===== src/design/gdf_pkg.sv =====
// Shared types and constants for the group-addressed DMX fader.
// Used by gdf_cell, gdf_proc and group_address_dmx_fader; depends on nothing.

package gdf_pkg;

    localparam int CHANNELS = 16;
    localparam int IDX_W    = (CHANNELS > 1) ? $clog2(CHANNELS) : 1;
    localparam int CMP_W    = 8;

    localparam logic [1:0] TPCI_CHECK_MASK = 2'b11;
    localparam logic [7:0] APCI_KIND_MASK  = 8'hC0;
    localparam logic [7:0] APCI_WRITE      = 8'h80;
    localparam logic [7:0] APCI_SHORT_MASK = 8'h3F;

    typedef enum logic [1:0] {
        CMD_LOAD     = 2'd0,
        CMD_TELEGRAM = 2'd1,
        CMD_TICK     = 2'd2,
        CMD_UNUSED   = 2'd3
    } cmd_t;

    // One channel table entry as it travels around the ring.
    typedef struct packed {
        logic        valid;
        logic [15:0] group;
        logic [3:0]  universe;
        logic [8:0]  slot;
        logic [16:0] step;
        logic [7:0]  target;
        logic [15:0] fine;
        logic [7:0]  shown;
    } entry_t;

    // The accepted command, held for the whole walk around the ring.
    typedef struct packed {
        cmd_t        cmd;
        logic [3:0]  index;
        logic [15:0] group;
        logic [3:0]  universe;
        logic [8:0]  slot;
        logic [16:0] step;
        logic        telegram_ok;
        logic [7:0]  value;
    } item_t;

    typedef struct packed {
        logic       has_result;
        logic [3:0] universe;
        logic [8:0] slot;
        logic [7:0] level;
        logic       changed;
    } result_t;

endpackage


===== src/design/group_address_dmx_fader.sv =====
// Top level of the group-addressed DMX fader: command intake, ring of channel
// cells, head update logic and result register. Depends on gdf_pkg, gdf_cell, gdf_proc.
//
//  Channel | Direction | Ports                         | Carries
//  s_      | in        | s_tvalid s_tready s_tdata s_tuser | load, telegram or tick command
//  m_      | out       | m_tvalid m_tready m_tdata m_tlast | one level report per valid channel
//
// Every command is taken at intake in idle and then walks the whole ring, all
// CHANNELS entries, before the next command is accepted.
// The walk length is set by the ring of cells passing one entry a cycle through
// the single update unit at its head. A result that cannot be handed to the
// output register holds the ring still. Reset is synchronous and active low;
// it clears the channel valid bits, so the table is empty after reset.

module group_address_dmx_fader (
    input  logic        aclk,
    input  logic        aresetn,
    input  logic        s_tvalid,
    output logic        s_tready,
    // s_tdata, from bit 0 up: entry_index[3:0], group_address[15:0],
    // dmx_universe[3:0], dmx_slot[8:0], fade_step[16:0], tpci_byte[7:0],
    // apci_byte[7:0], data_byte[7:0], short_frame, zero fill to 80 bits.
    input  logic [79:0] s_tdata,
    // s_tuser: command[1:0].
    input  logic [1:0]  s_tuser,
    output logic        m_tvalid,
    input  logic        m_tready,
    // m_tdata, from bit 0 up: out_universe[3:0], out_slot[8:0],
    // out_level[7:0], changed, zero fill to 24 bits.
    output logic [23:0] m_tdata,
    // m_tlast: the final report of a tick.
    output logic        m_tlast
);
    import gdf_pkg::*;

    typedef enum logic {
        ST_IDLE,
        ST_WALK
    } state_t;

    state_t              state_reg;
    logic [IDX_W-1:0]    count_reg;
    item_t               item_reg;
    logic [CHANNELS-1:0] mask_reg;
    logic                m_tvalid_reg;
    logic [23:0]         m_tdata_reg;
    logic                m_tlast_reg;

    entry_t              cell_q [CHANNELS];
    entry_t              head_next;
    result_t             res;
    logic [CHANNELS-1:0] valid_now;
    logic [CHANNELS:0]   rest;
    logic                is_last;
    logic                out_free;
    logic                shift_en;
    logic                s_fire;
    item_t               item_next;
    logic [7:0]          tpci_b;
    logic [7:0]          apci_b;

    // Intake: decode the telegram check and the written value once per command.
    assign tpci_b = s_tdata[57:50];
    assign apci_b = s_tdata[65:58];

    always_comb begin
        item_next.cmd         = cmd_t'(s_tuser);
        item_next.index       = s_tdata[3:0];
        item_next.group       = s_tdata[19:4];
        item_next.universe    = s_tdata[23:20];
        item_next.slot        = s_tdata[32:24];
        item_next.step        = s_tdata[49:33];
        item_next.telegram_ok = ((tpci_b[1:0] & TPCI_CHECK_MASK) == 2'b00) &&
                                ((apci_b & APCI_KIND_MASK) == APCI_WRITE);
        item_next.value       = s_tdata[74] ? (apci_b & APCI_SHORT_MASK) : s_tdata[73:66];
    end

    assign s_tready = (state_reg == ST_IDLE);
    assign s_fire   = s_tvalid && s_tready;

    // The ring turns once a cycle during a walk unless a report is waiting for room.
    assign out_free = !m_tvalid_reg || m_tready;
    assign shift_en = (state_reg == ST_WALK) && (!res.has_result || out_free);

    genvar gi;
    generate
        for (gi = 0; gi < CHANNELS; gi++) begin : g_ring
            entry_t cell_in;
            if (gi == CHANNELS - 1) begin : g_tail
                assign cell_in = head_next;
            end else begin : g_mid
                assign cell_in = cell_q[gi + 1];
            end
            gdf_cell u_cell (
                .aclk      (aclk),
                .aresetn   (aresetn),
                .shift_en  (shift_en),
                .entry_in  (cell_in),
                .entry_out (cell_q[gi])
            );
            assign valid_now[gi] = cell_q[gi].valid;
        end
    endgenerate

    gdf_proc u_proc (
        .item      (item_reg),
        .pos       (count_reg),
        .entry_in  (cell_q[0]),
        .entry_out (head_next),
        .res       (res)
    );

    // A report is the last of its tick when no valid channel lies beyond it.
    assign rest    = {1'b0, mask_reg} >> count_reg;
    assign is_last = (rest[CHANNELS:1] == '0);

    always_ff @(posedge aclk) begin
        if (!aresetn) begin
            state_reg    <= ST_IDLE;
            count_reg    <= '0;
            m_tvalid_reg <= 1'b0;
        end else begin
            case (state_reg)
                ST_IDLE: begin
                    if (s_fire) begin
                        item_reg  <= item_next;
                        mask_reg  <= valid_now;
                        count_reg <= '0;
                        state_reg <= ST_WALK;
                    end
                end
                ST_WALK: begin
                    if (shift_en) begin
                        if (count_reg == IDX_W'(CHANNELS - 1)) begin
                            count_reg <= '0;
                            state_reg <= ST_IDLE;
                        end else begin
                            count_reg <= count_reg + 1'b1;
                        end
                    end
                end
                default: begin
                    state_reg <= ST_IDLE;
                end
            endcase

            if (shift_en && res.has_result) begin
                m_tvalid_reg <= 1'b1;
                m_tdata_reg  <= {2'b00, res.changed, res.level, res.slot, res.universe};
                m_tlast_reg  <= is_last;
            end else if (m_tready) begin
                m_tvalid_reg <= 1'b0;
            end
        end
    end

    assign m_tvalid = m_tvalid_reg;
    assign m_tdata  = m_tdata_reg;
    assign m_tlast  = m_tlast_reg;

`ifndef NO_ASSERTIONS
    a_stall_holds_ring: assert property (@(posedge aclk) disable iff (!aresetn)
        (state_reg == ST_WALK && res.has_result && m_tvalid_reg && !m_tready)
        |=> $stable(count_reg))
        else $error("ring advanced while a report was blocked");

    a_idle_count_zero: assert property (@(posedge aclk) disable iff (!aresetn)
        (state_reg == ST_IDLE) |-> (count_reg == '0))
        else $error("walk counter not cleared at idle");

    a_reports_only_on_tick: assert property (@(posedge aclk) disable iff (!aresetn)
        (shift_en && res.has_result) |-> (item_reg.cmd == CMD_TICK))
        else $error("report produced outside a tick");

    a_last_needs_valid: assert property (@(posedge aclk) disable iff (!aresetn)
        (shift_en && res.has_result) |-> mask_reg[count_reg])
        else $error("report from a channel that was not valid at intake");
`endif

endmodule


===== src/design/gdf_cell.sv =====
// One storage cell of the channel ring: holds a single table entry.
// Depends on gdf_pkg for the entry type.

module gdf_cell (
    input  logic            aclk,
    input  logic            aresetn,
    input  logic            shift_en,
    input  gdf_pkg::entry_t entry_in,
    output gdf_pkg::entry_t entry_out
);
    import gdf_pkg::*;

    logic   valid_reg;
    entry_t data_reg;

    // Only the valid bit needs a reset; the rest is written by a load first.
    always_ff @(posedge aclk) begin
        if (!aresetn) begin
            valid_reg <= 1'b0;
        end else if (shift_en) begin
            valid_reg <= entry_in.valid;
        end
    end

    always_ff @(posedge aclk) begin
        if (shift_en) begin
            data_reg <= entry_in;
        end
    end

    always_comb begin
        entry_out       = data_reg;
        entry_out.valid = valid_reg;
    end

endmodule


===== src/design/gdf_proc.sv =====
// Update logic at the head of the ring: load, telegram match and fade step
// for the one entry passing by. Depends on gdf_pkg.

module gdf_proc (
    input  gdf_pkg::item_t                item,
    input  logic [gdf_pkg::IDX_W-1:0]     pos,
    input  gdf_pkg::entry_t               entry_in,
    output gdf_pkg::entry_t               entry_out,
    output gdf_pkg::result_t              res
);
    import gdf_pkg::*;

    logic [15:0] goal;
    logic [17:0] sum;
    logic        down_ok;
    logic [15:0] diff;
    logic        load_hit;

    assign goal     = {entry_in.target, 8'h00};
    assign sum      = {2'b00, entry_in.fine} + {1'b0, entry_in.step};
    assign down_ok  = {1'b0, entry_in.fine} >= entry_in.step;
    assign diff     = entry_in.fine - entry_in.step[15:0];
    assign load_hit = CMP_W'(pos) == CMP_W'(item.index);

    always_comb begin
        entry_out = entry_in;
        res       = '0;
        case (item.cmd)
            CMD_LOAD: begin
                if (load_hit) begin
                    entry_out.valid    = 1'b1;
                    entry_out.group    = item.group;
                    entry_out.universe = item.universe;
                    entry_out.slot     = item.slot;
                    entry_out.step     = item.step;
                    entry_out.target   = '0;
                    entry_out.fine     = '0;
                    entry_out.shown    = '0;
                end
            end
            CMD_TELEGRAM: begin
                if (item.telegram_ok && entry_in.valid && entry_in.group == item.group) begin
                    entry_out.target = item.value;
                end
            end
            CMD_TICK: begin
                if (entry_in.valid) begin
                    // Move toward the target and clamp; equal integer parts hold still.
                    if (entry_in.shown < entry_in.target) begin
                        entry_out.fine = (sum > {2'b00, goal}) ? goal : sum[15:0];
                    end else if (entry_in.shown > entry_in.target) begin
                        entry_out.fine = (!down_ok || diff < goal) ? goal : diff;
                    end
                    entry_out.shown = entry_out.fine[15:8];
                    res.has_result  = 1'b1;
                    res.universe    = entry_in.universe;
                    res.slot        = entry_in.slot;
                    res.level       = entry_out.shown;
                    res.changed     = entry_out.shown != entry_in.shown;
                end
            end
            default: begin
            end
        endcase
    end

endmodule


===== config.mk =====
export PLATFORM = sky130hd
export DESIGN_NAME = group_address_dmx_fader
export DESIGN_NICKNAME = d
export VERILOG_FILES = /design/src/design/gdf_pkg.sv /design/src/design/group_address_dmx_fader.sv /design/src/design/gdf_cell.sv /design/src/design/gdf_proc.sv
export SDC_FILE = /design/constraint.sdc
export NUM_CORES = 1
export LEC_CHECK = 0
export BUFFER_PORTS_ARGS = -buffer_cell sky130_fd_sc_hd__buf_2
export CAP_MARGIN = 5
export CORE_ASPECT_RATIO = 1.25
export CORE_MARGIN = 5
export CORE_UTILIZATION = 55
export DETAILED_ROUTE_END_ITERATION = 8
export HOLD_SLACK_MARGIN = 0.08
export PLACE_DENSITY = 0.81
export SYNTH_ARGS = -nofsm -noshare
export SYNTH_HDL_FRONTEND = slang
export SYNTH_SLANG_ARGS = --single-unit

===== constraint.sdc =====
create_clock -name aclk -period 53.3 [get_ports aclk]
set_clock_uncertainty 0.1 [all_clocks]
set_input_delay 10.66 -clock aclk [delete_from_list [all_inputs] [get_ports aclk]]
set_output_delay 10.66 -clock aclk [all_outputs]
set_load 0.01 [all_outputs]

==> results.md <==
- The tree built by TritonCTS fans out to 1369 sinks.
- The critical path goes through buf_2 > nor2b_1 > nand2_1 > nand2_1 > inv_8 > buf_12 > buf_12 > buf_4.
- The largest single stage delay on the critical path is 940 ps.
- The measured slew at the worst slew-check pin is 1237 ps.
- Data on the critical path is required at its endpoint by 53480 ps.
- The remaining design rule violation count is 2.
- The routing usage on met1 is 24.32%.
- The via count of the first global-routing pass is 19840.
- The count of final hold-check violations is 0.
- For the final routed database, the setup TNS stands at 0 ps.
- The number of cells on the worst reg-to-reg path is 9.
- The run finished, with violations left.
- The final reports fail on design-rule violations.
- The first detailed-routing pass took 9 iterations.
- Of all nets on the critical path, the largest fanout is 228.
- The synthesized flop and latch total is 1369.
- The area growth from synthesis to layout is 12.80%.
- TritonCTS built the clock tree.
- The startpoint kind of the worst setup timing path is an input port.
- The combined area of all synthesized cells is 0.04591 sq mm.
- Hold timing on the final database bottoms out at a slack of 275.5 ps.
- Leaving out fill and tap cells, the most frequent cell in the layout is sky130_fd_sc_hd__edfxtp_1.
- Dividing total power by cell area gives a power density of 43.60 mW/mm^2.
- The initial utilization of the core area, before any placement, comes to 55.42%.
- Entering global routing, the biggest net connects 229 pins.
- The placer congestion estimate is 0.8554.
- The library cell used as clock root buffer is sky130_fd_sc_hd__clkbuf_16.
- For this design the top-level I/O count stands at 113.
- After global routing, the most crowded layer is met2.
- VDD sags by at most 0.03769 mV.
- The standby leakage power is 17.44 nW.
- After clock tree synthesis, the clock-pin slew on the worst setup and hold paths is 70 ps.
- The largest area contributor in the synthesized netlist is sky130_fd_sc_hd__edfxtp_1.
- Yosys mapped a number of flops with a built-in enable equal to 1347.
- Subtracting the final worst setup slack from the clock period gives 15110 ps.
- The number of max-capacitance violations reported is 0.
- The core area is 0.08283 sq mm.
- The number of antenna violations at the first check in global routing is 5.
- The register with the most flip-flops in the layout has 1248 of them.
- The sequential area share after synthesis is 89.07%.
- The path class of the tightest hold or removal check is flop to flop.
- Global routing finished with a remaining overflow of 0.
- Headroom to the max-slew limit came out at 17.51%.
- The share of the clock period used by the worst path after layout is 28.36%.
- The first routing iteration left 1990 violations.
- The number of buffers added on ports is 99.
- The kind of end point of the critical path is a flop.
- At the end of the flow, the number of nets in the layout was 2447.
- The per-instance average area after synthesis is 21.66 sq um.
- The category of the most critical setup path is input port to flop.
- Sorting the synthesized cells by area gives the leading types as sky130_fd_sc_hd__edfxtp_1 88%, sky130_fd_sc_hd__ha_1 1.5%, sky130_fd_sc_hd__dfxtp_1 0.96%.
- The most critical setup path has its startpoint at m_tready.
- The H-tree was split into 3 levels.
- For flop-to-flop paths, the worst setup slack is 46930 ps.
- No sink is reached through more buffers than the 3 on the longest clock path.
- The prevailing post-synth register cell is sky130_fd_sc_hd__edfxtp_1.
- In the final layout, the share of cells above drive strength 1 is 15.11%.
- The arrival time of the worst setup path is 15300 ps.
- In this run the core area contains 118 standard-cell rows.
- Setup violations remaining at the end of the flow were counted as 0.
- Setup repair after global routing left no endpoint under its margin.
- Static timing analysis puts the maximum clock frequency at 0.06616 GHz.
- The number of clock buffers inserted by TritonCTS is 115.
- The top cell types in the final layout, fill and taps aside, are 1347 x sky130_fd_sc_hd__edfxtp_1, 116 x sky130_fd_sc_hd__clkbuf_16, 99 x sky130_fd_sc_hd__buf_2, 88 x sky130_fd_sc_hd__nand2_1, 56 x sky130_fd_sc_hd__ha_1.
- The total wire length after detailed routing is 79280 um.
- The wire-length estimate of the detail-placed layout is 42410 um.
- The worst reg2reg path endpoint is g_ring[1].u_cell.entry_out[46].
- For this run, asynchronously set or reset flops after synthesis account for 0%.
- Following the worst setup path forward leads to its endpoint at g_ring[1].u_cell.entry_out[46].
- Global routing consumed, over all layers together, 17.69% of the routing resources.
- The number of buffers inserted by post-CTS setup repair is 0.
- For this design, the CTS-stage hold fixing added 0 buffers.
- The slowest stage of the critical path belongs to the cell sky130_fd_sc_hd__inv_8.
- In the global route stage, met2 resource usage came out at 29.35%.
- The global-route met3 utilization is 2.854%.
- The top-area cell type share of the netlist area is 88.11%.
- The average wire length per cell after detail routing is 22.76 um.
- The y dimension of the die is 333.0 um.
- Yosys printed 0 warnings.
- The number of instances in the synthesized netlist is 2119.
- The die covers 0.08938 sq mm.
- The number of different library cells in the post-synthesis netlist is 79.
- The latest clock arrival within the worst-skew pair is 700 ps.
- The number of nets still failing antenna checks after routing is 0.
- The first-pass GRT wire length is 120300 um.
- The routed via count is 19290.
- The count of final max-slew check failures came to 0.
- The reg-to-reg critical path startpoint is item_reg[60].
- The number of vias per cell after detailed routing is 5.536.
- Post-CTS repair changed the size of 0 cells.
- The floorplan step set the die width to 268.4 um.
## worst min path at each step
stage,start,cells past startpoint,to,slack (ps)
after floorplan,g_ring[1].u_cell.entry_out[0],0,g_ring[0].u_cell.entry_out[0],300
after global placement,g_ring[1].u_cell.entry_out[28],0,g_ring[0].u_cell.entry_out[28],300
after detailed placement,g_ring[1].u_cell.entry_out[76],0,g_ring[0].u_cell.entry_out[76],300
after CTS,g_ring[10].u_cell.entry_out[5],0,g_ring[9].u_cell.entry_out[5],270
after global routing,g_ring[10].u_cell.entry_out[5],0,g_ring[9].u_cell.entry_out[5],280
final,g_ring[2].u_cell.entry_out[22],0,g_ring[1].u_cell.entry_out[22],280
## per-layer routing
metal  part of all wire (%)  up-vias  wire length [um]
met5                  0.016        -                13
met3                    5.3      177              4201
li1                       -     8673                 -
met1                     41     9764             32380
met2                     51      672             40190
met4                    3.2        2              2502
## layout make-up
cell class / count / area, sq um
Antenna cell: 2 / 5.005
Clock buffer: 140 / 3023
Clock inverter: 76 / 1044
Fill cell: 5214 / 31050
Inverter: 53 / 206.4
Multi-Input combinational cell: 648 / 4614
Sequential cell: 1369 / 40890
Tap cell: 1080 / 1351
Timing Repair Buffer: 116 / 648.1
## worst max-delay path, delay by kind of cell
kind / cells / cell delay, ps
simple gates: 3 / 700
buf+inv: 5 / 3460
## Yosys cell counts, types with 21 or more instances
master and number:
sky130_fd_sc_hd__a21o_1 21, sky130_fd_sc_hd__a21oi_1 45, sky130_fd_sc_hd__clkbuf_1 35, sky130_fd_sc_hd__dfxtp_1 22, sky130_fd_sc_hd__edfxtp_1 1347, sky130_fd_sc_hd__ha_1 56, sky130_fd_sc_hd__inv_1 52, sky130_fd_sc_hd__mux2_2 37
sky130_fd_sc_hd__nand2_1 88, sky130_fd_sc_hd__nor2_1 47, sky130_fd_sc_hd__o21ai_0 52, sky130_fd_sc_hd__xnor2_1 37, sky130_fd_sc_hd__xor2_1 21
## logic make-up after synthesis
kind of cell               after synthesis  synth area share (%)
other                                    1              0.008169
xor gates and xnor gates                58                 1.107
adders and majority gates               58                 1.614
buffers and inverters                  103                0.9240
AOI/OAI and AO/OA                      239                 3.573
muxes                                   40                0.9730
DFF                                   1369                 89.07
and+or+nand+nor                        251                 2.731
## metrics by stage
stage / instances / total power, W / utilization, % / setup WS [ps] / instance area [sq um]
global placement: 3266 / 0.001374 / 57.60 / 37860 / 47710
global route: 3482 / 0.002337 / 62.51 / 37900 / 51780
finish: 3484 / 0.002258 / 62.52 / 38190 / 51780
detailed placement: 3266 / 0.001380 / 57.60 / 37620 / 47710
floorplan: 2120 / 0.001435 / - / 6269 / 45910
CTS: 3482 / 0.002278 / 62.51 / 38220 / 51780
## report_power, final
part	switching, W	internal [W]	total, W
clock	0.000387	0.000511	0.000898
sequential	0.0000220	0.00125	0.00127
combinational	0.0000618	0.0000244	0.0000861
total	0.000471	0.00179	0.00226
Power figures use the tool's default switching activity.
